==> src/hdl/lsmd_pkg.sv <==
// Shared types, codes and reset values for the lidar sector minimum-distance unit.
// No dependencies; compiled first.
package lsmd_pkg;

    localparam int unsigned ANGLE_W = 15;
    localparam int unsigned DIST_W  = 16;
    localparam int unsigned LIMIT_W = 8;
    localparam int unsigned CFG_IDX_W  = 3;
    localparam int unsigned CFG_DATA_W = 16;

    // one full turn in 1/64 degree
    localparam logic [ANGLE_W-1:0] TURN_UNITS = 15'd23040;

    localparam logic [ANGLE_W-1:0] RST_SECTOR_LOW  = 15'd21600;
    localparam logic [ANGLE_W-1:0] RST_SECTOR_HIGH = 15'd1440;
    localparam logic [DIST_W-1:0]  RST_RANGE_MIN   = 16'd50;
    localparam logic [DIST_W-1:0]  RST_RANGE_MAX   = 16'd14000;
    localparam logic [DIST_W-1:0]  RST_TIMEOUT     = 16'd1000;
    localparam logic [DIST_W-1:0]  RST_BACKOFF     = 16'd500;
    localparam logic [LIMIT_W-1:0] RST_ERR_LIMIT   = 8'd20;

    typedef enum logic [1:0] {
        FUNC_POINT = 2'd0,
        FUNC_ERROR = 2'd1,
        FUNC_TICK  = 2'd2
    } t_func;

    typedef enum logic [1:0] {
        KIND_UPDATE  = 2'd0,
        KIND_INVALID = 2'd1,
        KIND_RESTART = 2'd2
    } t_kind;

    typedef enum logic [CFG_IDX_W-1:0] {
        CFG_SECTOR_LOW  = 3'd0,
        CFG_SECTOR_HIGH = 3'd1,
        CFG_RANGE_MIN   = 3'd2,
        CFG_RANGE_MAX   = 3'd3,
        CFG_TIMEOUT     = 3'd4,
        CFG_BACKOFF     = 3'd5,
        CFG_ERR_LIMIT   = 3'd6
    } t_cfg_idx;

    // acceptance window handed to the point check
    typedef struct packed {
        logic [ANGLE_W-1:0] sector_low;
        logic [ANGLE_W-1:0] sector_high;
        logic [DIST_W-1:0]  range_min;
        logic [DIST_W-1:0]  range_max;
    } t_window;

    // fold an angle at or past one turn back into range
    function automatic logic [ANGLE_W-1:0] wrap_turn(input logic [ANGLE_W-1:0] a);
        logic [ANGLE_W-1:0] r;
        r = (a >= TURN_UNITS) ? a - TURN_UNITS : a;
        return r;
    endfunction

endpackage

==> src/hdl/lsmd_if.sv <==
// Valid/ready channel interfaces for lidar items in and reports out.
// Depends on nothing; widths match lsmd_pkg.
interface lsmd_in_if;
    logic        valid;
    logic        ready;
    logic [1:0]  func;
    logic [14:0] angle;
    logic [15:0] distance;
    logic        scan_start;

    modport source (output valid, func, angle, distance, scan_start, input ready);
    modport sink   (input valid, func, angle, distance, scan_start, output ready);
endinterface

interface lsmd_out_if;
    logic        valid;
    logic        ready;
    logic [1:0]  report_kind;
    logic [15:0] nearest;

    modport source (output valid, report_kind, nearest, input ready);
    modport sink   (input valid, report_kind, nearest, output ready);
endinterface

==> src/hdl/lsmd_point_check.sv <==
// Sector and range test for one lidar point.
// Depends on lsmd_pkg (t_window, wrap_turn).
module lsmd_point_check import lsmd_pkg::*; (
    input  t_window             i_win,
    input  logic [ANGLE_W-1:0]  i_angle,
    input  logic [DIST_W-1:0]   i_distance,
    output logic                o_hit
);

    logic [ANGLE_W-1:0] lo;
    logic [ANGLE_W-1:0] hi;
    logic [ANGLE_W-1:0] ang;
    logic               in_sector;
    logic               in_range;

    always_comb begin
        lo  = wrap_turn(i_win.sector_low);
        hi  = wrap_turn(i_win.sector_high);
        ang = wrap_turn(i_angle);
        // low above high means the sector runs through zero
        if (lo <= hi) begin
            in_sector = (ang >= lo) && (ang <= hi);
        end else begin
            in_sector = (ang >= lo) || (ang <= hi);
        end
        in_range = (i_distance >= i_win.range_min) && (i_distance <= i_win.range_max);
        o_hit    = in_sector && in_range;
    end

endmodule

==> src/hdl/lidar_sector_min_distance_unit.sv <==
// Top level: lidar sector minimum-distance tracker with config registers.
// Depends on lsmd_pkg, lsmd_if and lsmd_point_check.
//
//  channel   dir  handshake          payload
//  i_pt      in   valid/ready        func, angle, distance, scan_start
//  o_rep     out  valid/ready        report_kind, nearest
//  cfg       in   i_cfg_we           i_cfg_idx, i_cfg_data
//
// One item per cycle while the report channel is not stalled; a taken item passes through the input register,
// then one pass of compare/update logic, into the result register.
// Synchronous active-low reset restores register defaults and clears the tracker.
// A stalled result holds the result register; the input register keeps taking items
// until it too is full, so at most two items sit inside.
module lidar_sector_min_distance_unit import lsmd_pkg::*; (
    input  logic                  i_clk,
    input  logic                  i_rst_n,
    lsmd_in_if.sink               i_pt,
    lsmd_out_if.source            o_rep,
    input  logic                  i_cfg_we,
    input  logic [CFG_IDX_W-1:0]  i_cfg_idx,
    input  logic [CFG_DATA_W-1:0] i_cfg_data
);

    // config registers
    logic [ANGLE_W-1:0] r_sector_low;
    logic [ANGLE_W-1:0] r_sector_high;
    logic [DIST_W-1:0]  r_range_min;
    logic [DIST_W-1:0]  r_range_max;
    logic [DIST_W-1:0]  r_timeout;
    logic [DIST_W-1:0]  r_backoff;
    logic [LIMIT_W-1:0] r_err_limit;

    // input register
    logic               r_in_valid;
    logic [1:0]         r_func;
    logic [ANGLE_W-1:0] r_angle;
    logic [DIST_W-1:0]  r_distance;
    logic               r_scan_start;

    // tracker state
    logic [DIST_W-1:0]  r_min;
    logic               r_found;
    logic [LIMIT_W-1:0] r_err_run;
    logic [DIST_W-1:0]  r_idle;

    // result register
    logic               r_out_valid;
    t_kind              r_kind;
    logic [DIST_W-1:0]  r_nearest;

    // next values
    logic [DIST_W-1:0]  n_min;
    logic               n_found;
    logic [LIMIT_W-1:0] n_err_run;
    logic [DIST_W-1:0]  n_idle;
    logic               n_res;
    t_kind              n_kind;
    logic [DIST_W-1:0]  n_nearest;

    logic               fire;
    logic               in_ready;
    logic               hit;
    logic               found_kept;
    logic [LIMIT_W-1:0] limit;
    logic [LIMIT_W-1:0] run_inc;
    logic [DIST_W-1:0]  idle_inc;
    t_window            win;

    assign fire     = r_in_valid && (!r_out_valid || o_rep.ready);
    assign in_ready = !r_in_valid || fire;

    assign i_pt.ready        = in_ready;
    assign o_rep.valid       = r_out_valid;
    assign o_rep.report_kind = r_kind;
    assign o_rep.nearest     = r_nearest;

    assign win = '{sector_low:  r_sector_low,
                   sector_high: r_sector_high,
                   range_min:   r_range_min,
                   range_max:   r_range_max};

    lsmd_point_check u_check (
        .i_win      (win),
        .i_angle    (r_angle),
        .i_distance (r_distance),
        .o_hit      (hit)
    );

    always_comb begin
        n_min     = r_min;
        n_found   = r_found;
        n_err_run = r_err_run;
        n_idle    = r_idle;
        n_res     = 1'b0;
        n_kind    = KIND_UPDATE;
        n_nearest = '0;
        found_kept = r_found && !r_scan_start;
        limit     = (r_err_limit == '0) ? LIMIT_W'(1) : r_err_limit;
        run_inc   = (r_err_run == '1) ? r_err_run : r_err_run + LIMIT_W'(1);
        idle_inc  = (r_idle == '1) ? r_idle : r_idle + DIST_W'(1);
        unique case (r_func)
            FUNC_POINT: begin
                n_idle    = '0;
                n_err_run = '0;
                if (r_scan_start && r_found) begin
                    n_res     = 1'b1;
                    n_kind    = KIND_UPDATE;
                    n_nearest = r_min;
                end
                n_found = found_kept;
                if (hit && (!found_kept || r_distance < r_min)) begin
                    n_min   = r_distance;
                    n_found = 1'b1;
                end
            end
            FUNC_ERROR: begin
                n_err_run = run_inc;
                if (run_inc >= limit) begin
                    n_res     = 1'b1;
                    n_kind    = KIND_RESTART;
                    n_err_run = '0;
                    n_idle    = '0;
                    n_found   = 1'b0;
                end
            end
            FUNC_TICK: begin
                n_idle = idle_inc;
                if (idle_inc > r_timeout) begin
                    n_res  = 1'b1;
                    n_kind = KIND_INVALID;
                    n_idle = r_backoff;
                end
            end
            default: begin
                // unused code: no change, no report
            end
        endcase
    end

    // configuration writes
    always_ff @(posedge i_clk) begin
        if (!i_rst_n) begin
            r_sector_low  <= RST_SECTOR_LOW;
            r_sector_high <= RST_SECTOR_HIGH;
            r_range_min   <= RST_RANGE_MIN;
            r_range_max   <= RST_RANGE_MAX;
            r_timeout     <= RST_TIMEOUT;
            r_backoff     <= RST_BACKOFF;
            r_err_limit   <= RST_ERR_LIMIT;
        end else if (i_cfg_we) begin
            unique case (i_cfg_idx)
                CFG_SECTOR_LOW:  r_sector_low  <= i_cfg_data[ANGLE_W-1:0];
                CFG_SECTOR_HIGH: r_sector_high <= i_cfg_data[ANGLE_W-1:0];
                CFG_RANGE_MIN:   r_range_min   <= i_cfg_data[DIST_W-1:0];
                CFG_RANGE_MAX:   r_range_max   <= i_cfg_data[DIST_W-1:0];
                CFG_TIMEOUT:     r_timeout     <= i_cfg_data[DIST_W-1:0];
                CFG_BACKOFF:     r_backoff     <= i_cfg_data[DIST_W-1:0];
                CFG_ERR_LIMIT:   r_err_limit   <= i_cfg_data[LIMIT_W-1:0];
                default: begin
                end
            endcase
        end
    end

    // input register
    always_ff @(posedge i_clk) begin
        if (!i_rst_n) begin
            r_in_valid <= 1'b0;
        end else if (in_ready) begin
            r_in_valid <= i_pt.valid;
        end
    end

    always_ff @(posedge i_clk) begin
        if (in_ready && i_pt.valid) begin
            r_func       <= i_pt.func;
            r_angle      <= i_pt.angle;
            r_distance   <= i_pt.distance;
            r_scan_start <= i_pt.scan_start;
        end
    end

    // tracker state and result register
    always_ff @(posedge i_clk) begin
        if (!i_rst_n) begin
            r_found     <= 1'b0;
            r_err_run   <= '0;
            r_idle      <= '0;
            r_out_valid <= 1'b0;
        end else if (fire) begin
            r_found     <= n_found;
            r_err_run   <= n_err_run;
            r_idle      <= n_idle;
            r_out_valid <= n_res;
        end else if (o_rep.ready) begin
            r_out_valid <= 1'b0;
        end
    end

    always_ff @(posedge i_clk) begin
        if (fire) begin
            r_min <= n_min;
            if (n_res) begin
                r_kind    <= n_kind;
                r_nearest <= n_nearest;
            end
        end
    end

endmodule

==> src/flat_wrapper.sv <==
// flat-port wrapper written by rule: the top's interface ports become plain ports
module lidar_sector_min_distance_unit_flat import lsmd_pkg::*;
  (i_clk, i_rst_n, i_cfg_we, i_cfg_idx, i_cfg_data, i_pt_valid, i_pt_func, i_pt_angle, i_pt_distance, i_pt_scan_start, i_pt_ready, o_rep_valid, o_rep_report_kind, o_rep_nearest, o_rep_ready);
  lsmd_in_if i_pt_i ();
  lsmd_out_if o_rep_i ();
  input  logic i_clk;
  input  logic i_rst_n;
  input  logic i_cfg_we;
  input  logic [CFG_IDX_W-1:0] i_cfg_idx;
  input  logic [CFG_DATA_W-1:0] i_cfg_data;
  input wire logic [$bits(i_pt_i.valid)-1:0] i_pt_valid;
  input wire logic [$bits(i_pt_i.func)-1:0] i_pt_func;
  input wire logic [$bits(i_pt_i.angle)-1:0] i_pt_angle;
  input wire logic [$bits(i_pt_i.distance)-1:0] i_pt_distance;
  input wire logic [$bits(i_pt_i.scan_start)-1:0] i_pt_scan_start;
  output wire logic [$bits(i_pt_i.ready)-1:0] i_pt_ready;
  output wire logic [$bits(o_rep_i.valid)-1:0] o_rep_valid;
  output wire logic [$bits(o_rep_i.report_kind)-1:0] o_rep_report_kind;
  output wire logic [$bits(o_rep_i.nearest)-1:0] o_rep_nearest;
  input wire logic [$bits(o_rep_i.ready)-1:0] o_rep_ready;
  assign i_pt_i.valid = i_pt_valid;
  assign i_pt_i.func = i_pt_func;
  assign i_pt_i.angle = i_pt_angle;
  assign i_pt_i.distance = i_pt_distance;
  assign i_pt_i.scan_start = i_pt_scan_start;
  assign i_pt_ready = i_pt_i.ready;
  assign o_rep_valid = o_rep_i.valid;
  assign o_rep_report_kind = o_rep_i.report_kind;
  assign o_rep_nearest = o_rep_i.nearest;
  assign o_rep_i.ready = o_rep_ready;
  lidar_sector_min_distance_unit u_core (.i_clk(i_clk), .i_rst_n(i_rst_n), .i_pt(i_pt_i), .o_rep(o_rep_i), .i_cfg_we(i_cfg_we), .i_cfg_idx(i_cfg_idx), .i_cfg_data(i_cfg_data));
endmodule
==> config.mk <==
export PLATFORM = sky130hd
export DESIGN_NAME = lidar_sector_min_distance_unit_flat
export DESIGN_NICKNAME = d
export VERILOG_FILES = /design/src/hdl/lsmd_pkg.sv /design/src/hdl/lsmd_if.sv /design/src/hdl/lsmd_point_check.sv /design/src/hdl/lidar_sector_min_distance_unit.sv /design/src/flat_wrapper.sv
export SDC_FILE = /design/constraint.sdc
export NUM_CORES = 1
export LEC_CHECK = 0
export BUFFER_PORTS_ARGS = -buffer_cell sky130_fd_sc_hd__buf_2
export CELL_PAD_IN_SITES_DETAIL_PLACEMENT = 1
export CELL_PAD_IN_SITES_GLOBAL_PLACEMENT = 2
export CORE_MARGIN = 2
export CORE_UTILIZATION = 41
export DETAILED_ROUTE_END_ITERATION = 10
export PLACE_DENSITY = 0.93
export SYNTH_ARGS = -nofsm -noshare
export SYNTH_HDL_FRONTEND = slang
export SYNTH_SLANG_ARGS = --single-unit
==> constraint.sdc <==
create_clock -name i_clk -period 15.3 [get_ports i_clk]
set_clock_uncertainty 0.1 [all_clocks]
set_input_delay 2.295 -clock i_clk [delete_from_list [all_inputs] [get_ports i_clk]]
set_output_delay 2.295 -clock i_clk [all_outputs]
set_load 0.05 [all_outputs]
==> flow_metrics.tcl <==
set metrics [dict create \
    run_status "finished clean" \
    grt.overflow.total 0 \
    synth-simple-area-share_pct 18.8 \
    synth_area_per_cell_sq_um 9.17 \
    max_slew_margin_pct 21.1 \
    crit_required_ns 12.90 \
    tightest_slew_ns 1.18 \
    setup_viol 0 \
    worstSetupPathType "in -> out" \
    hold_viol 0 \
    final_common_cell "nand2_1" \
    cts_setup_buffers 0 \
    max-cap-violations 0 \
    globalplace.congestion 0.816 \
    grt_max_degree 106 \
    use_met2_pct 40.4 \
    die-area_sq_um 28300 \
    synth-compound-area-share_pct 16.9 \
    crit_path_end_kind "output pin" \
    cts.htree.levels 4 \
    routed_wl_mm 31.0 \
    clockBufferDepth 2 \
    clk_pin_slew_ns 0.08 \
    wl_per_cell_um 19.0 \
    drcViolationCount 0 \
    min_path_type "reg -> reg" \
    cts_resized 0 \
    synth_fa_ha_area_share_pct 13.0 \
    synth_cells 1207 \
    drv_slew 0 \
    grt_pass1_vias 9204 \
    period_minus_slack_ns 5.32 \
    tritoncts "yes" \
    vias 8856 \
    max-vdd-ir-drop_uv 76.4 \
    critPathMaxFanout 3 \
    cts_root_buf "clkbuf_16" \
    synth_area_sq_um 11100 \
    area_growth_pct 12.4 \
    p_leak_nw 5.08 \
    drtAntennaViolNets 0 \
    synth_seq_cells 197 \
    numCtsBuffers 17 \
    synthXorXnorAreaFrac_pct 2.20 \
    crit_path_start_kind "input port" \
    fin_total_pwr_mw 1.18 \
    core_region_area_sq_um 26700 \
    drive_gt1_share_pct 11.9 \
    core.rowCount 60 \
    syn-num-nets 1378 \
    grt_pass1_wl_mm 49.8 \
    clock_sinks 197 \
    dr.pass1.iters 4 \
    start_util_pct 41.4 \
    synth_edf_count 68 \
    synth_top_family_by_area "simple AND/OR/NAND/NOR gates" \
    fp.dieW_um 168 \
    totalNegativeSetupSlack_ns 0 \
    period_share_pct 34.8 \
    rsz0062_at_grt "false" \
    synthFlopType "dfxtp_1" \
    grt_busiest_layer "met2" \
    use_met3_pct 4.07 \
    fillCellCount 3111 \
    antenna_found_initial 2 \
    yosys-mux-area-fraction_pct 2.22 \
    portBuffers 77 \
    clock_latency_ns 0.44 \
    cp.arrival_ns 2.93 \
    hpwl_mm 23.2 \
    seq_area_frac_synth_pct 41.8 \
    drt-initial-drc-count 489 \
    final_cell_mix "nand2_1 (229), dfxtp_1 (129), ha_1 (113), inv_1 (110), buf_2 (77)" \
    pwr_density_cell_nw_per_um2 94.9 \
    fmax_mhz 188 \
    die_h_um 168 \
    io_pins 78 \
    vias_per_cell 5.44 \
    ys_warn_count 0 \
    grt_util_met1_pct 27.5 \
    ctsHoldBuffers 0 \
    synth.distinct_cells 74 \
    track_usage_pct 22.5 \
    fin_nets 1445 \
    synth-async-reset-ratio_pct 0 \
]
## report_power, final
group          total (mW)  leakage, nW  internal [mW]  switching (mW)
Clock               0.488        0.307          0.266           0.223
Sequential          0.572         1.65          0.556          0.0159
Combinational       0.121         3.12         0.0483          0.0729
## state kept, by name (all words and copies together) (netlist names), 16 cells and up
register / count
u_core.r_range_min: 16
u_core.r_distance: 16
u_core.r_timeout: 16
u_core.r_min: 16
u_core.r_range_max: 16
u_core.r_idle: 16
u_core.o_rep.nearest: 16
u_core.r_backoff: 16
## critical path: stages
cell	delay (ns)
buf_2	0.10
nor2b_1	0.19
nand2_1	0.11
buf_2	0.23
## cell usage after synthesis (all sizes together) (3+ instances only)
cell type | instances | share of area [%]
a2111oi | 3 | 0.24
a211o | 7 | 0.57
a211oi | 4 | 0.27
a21boi | 70 | 4.7
a21o | 19 | 1.3
a21oi | 36 | 1.8
a22oi | 7 | 0.47
a31oi | 8 | 0.45
and2 | 13 | 0.76
and3 | 5 | 0.28
and3b | 4 | 0.32
and4 | 3 | 0.24
and4b | 3 | 0.27
clkbuf | 34 | 1.2
dfxtp | 129 | 23
edfxtp | 68 | 18
ha | 113 | 13
inv | 110 | 3.7
maj3 | 3 | 0.27
mux2 | 4 | 0.41
mux2i | 20 | 1.8
nand2 | 230 | 7.9
nand2b | 14 | 0.79
nand3 | 23 | 1.0
nand4 | 19 | 1.3
nor2 | 59 | 2.0
nor2b | 26 | 1.5
nor3 | 11 | 0.50
nor4 | 10 | 0.87
nor4b | 3 | 0.57
o211ai | 31 | 2.1
o21a | 11 | 0.75
o21ai | 48 | 2.3
o22ai | 3 | 0.17
or3 | 3 | 0.17
xnor2 | 21 | 1.7
xor2 | 6 | 0.54
## final timing paths
path                            startpoint                               to  slack, ns  cells past startpoint
min reg2reg  u_core.r_idle[8]$_SDFFE_PN0P_    u_core.r_idle[8]$_SDFFE_PN0P_       0.36                      2
min          u_core.r_idle[8]$_SDFFE_PN0P_    u_core.r_idle[8]$_SDFFE_PN0P_       0.36                      2
max reg2reg  u_core.r_idle[4]$_SDFFE_PN0P_  u_core.o_rep.valid$_SDFFE_PN0P_      10.36                     20
max                            o_rep_ready                       i_pt_ready       9.98                      4
## final cells by class
type / count / area [sq um] / area share (%)
Clock buffer: 17 / 425 / 3.42
Multi-Input combinational cell: 863 / 5910 / 47.5
Inverter: 110 / 413 / 3.32
Sequential cell: 197 / 4620 / 37.2
Clock inverter: 15 / 201 / 1.62
Tap cell: 341 / 427 / 3.43
Antenna cell: 1 / 2.50 / 0.0201
Timing Repair Buffer: 85 / 445 / 3.58
## per-stage QoR
stage	hold WS [ns]	util, %	instance area (sq um)	setup slack, ns	std cells
detailed placement	0.360	44.2	11800	9.98	1596
global placement	0.340	44.2	11800	10.04	1596
finish	0.364	46.6	12400	9.98	1629
floorplan	0.328	-	11100	10.13	1207
global route	0.395	46.6	12400	9.88	1628
CTS	0.371	46.6	12400	9.97	1628
## cells by family after synthesis
group,after synthesis
compound gates,265
xor+xnor,27
fa+ha+maj,116
buf+inv,147
flops,197
mux,24
simple gates,431
## metal layers
metal  share of wire (%)  vias up
met1                  44     4327
met4                 2.0        2
met5               0.042        -
met2                  50      145
met3                 3.9       36
li1                    -     4346
Power figures use the tool's default switching activity.
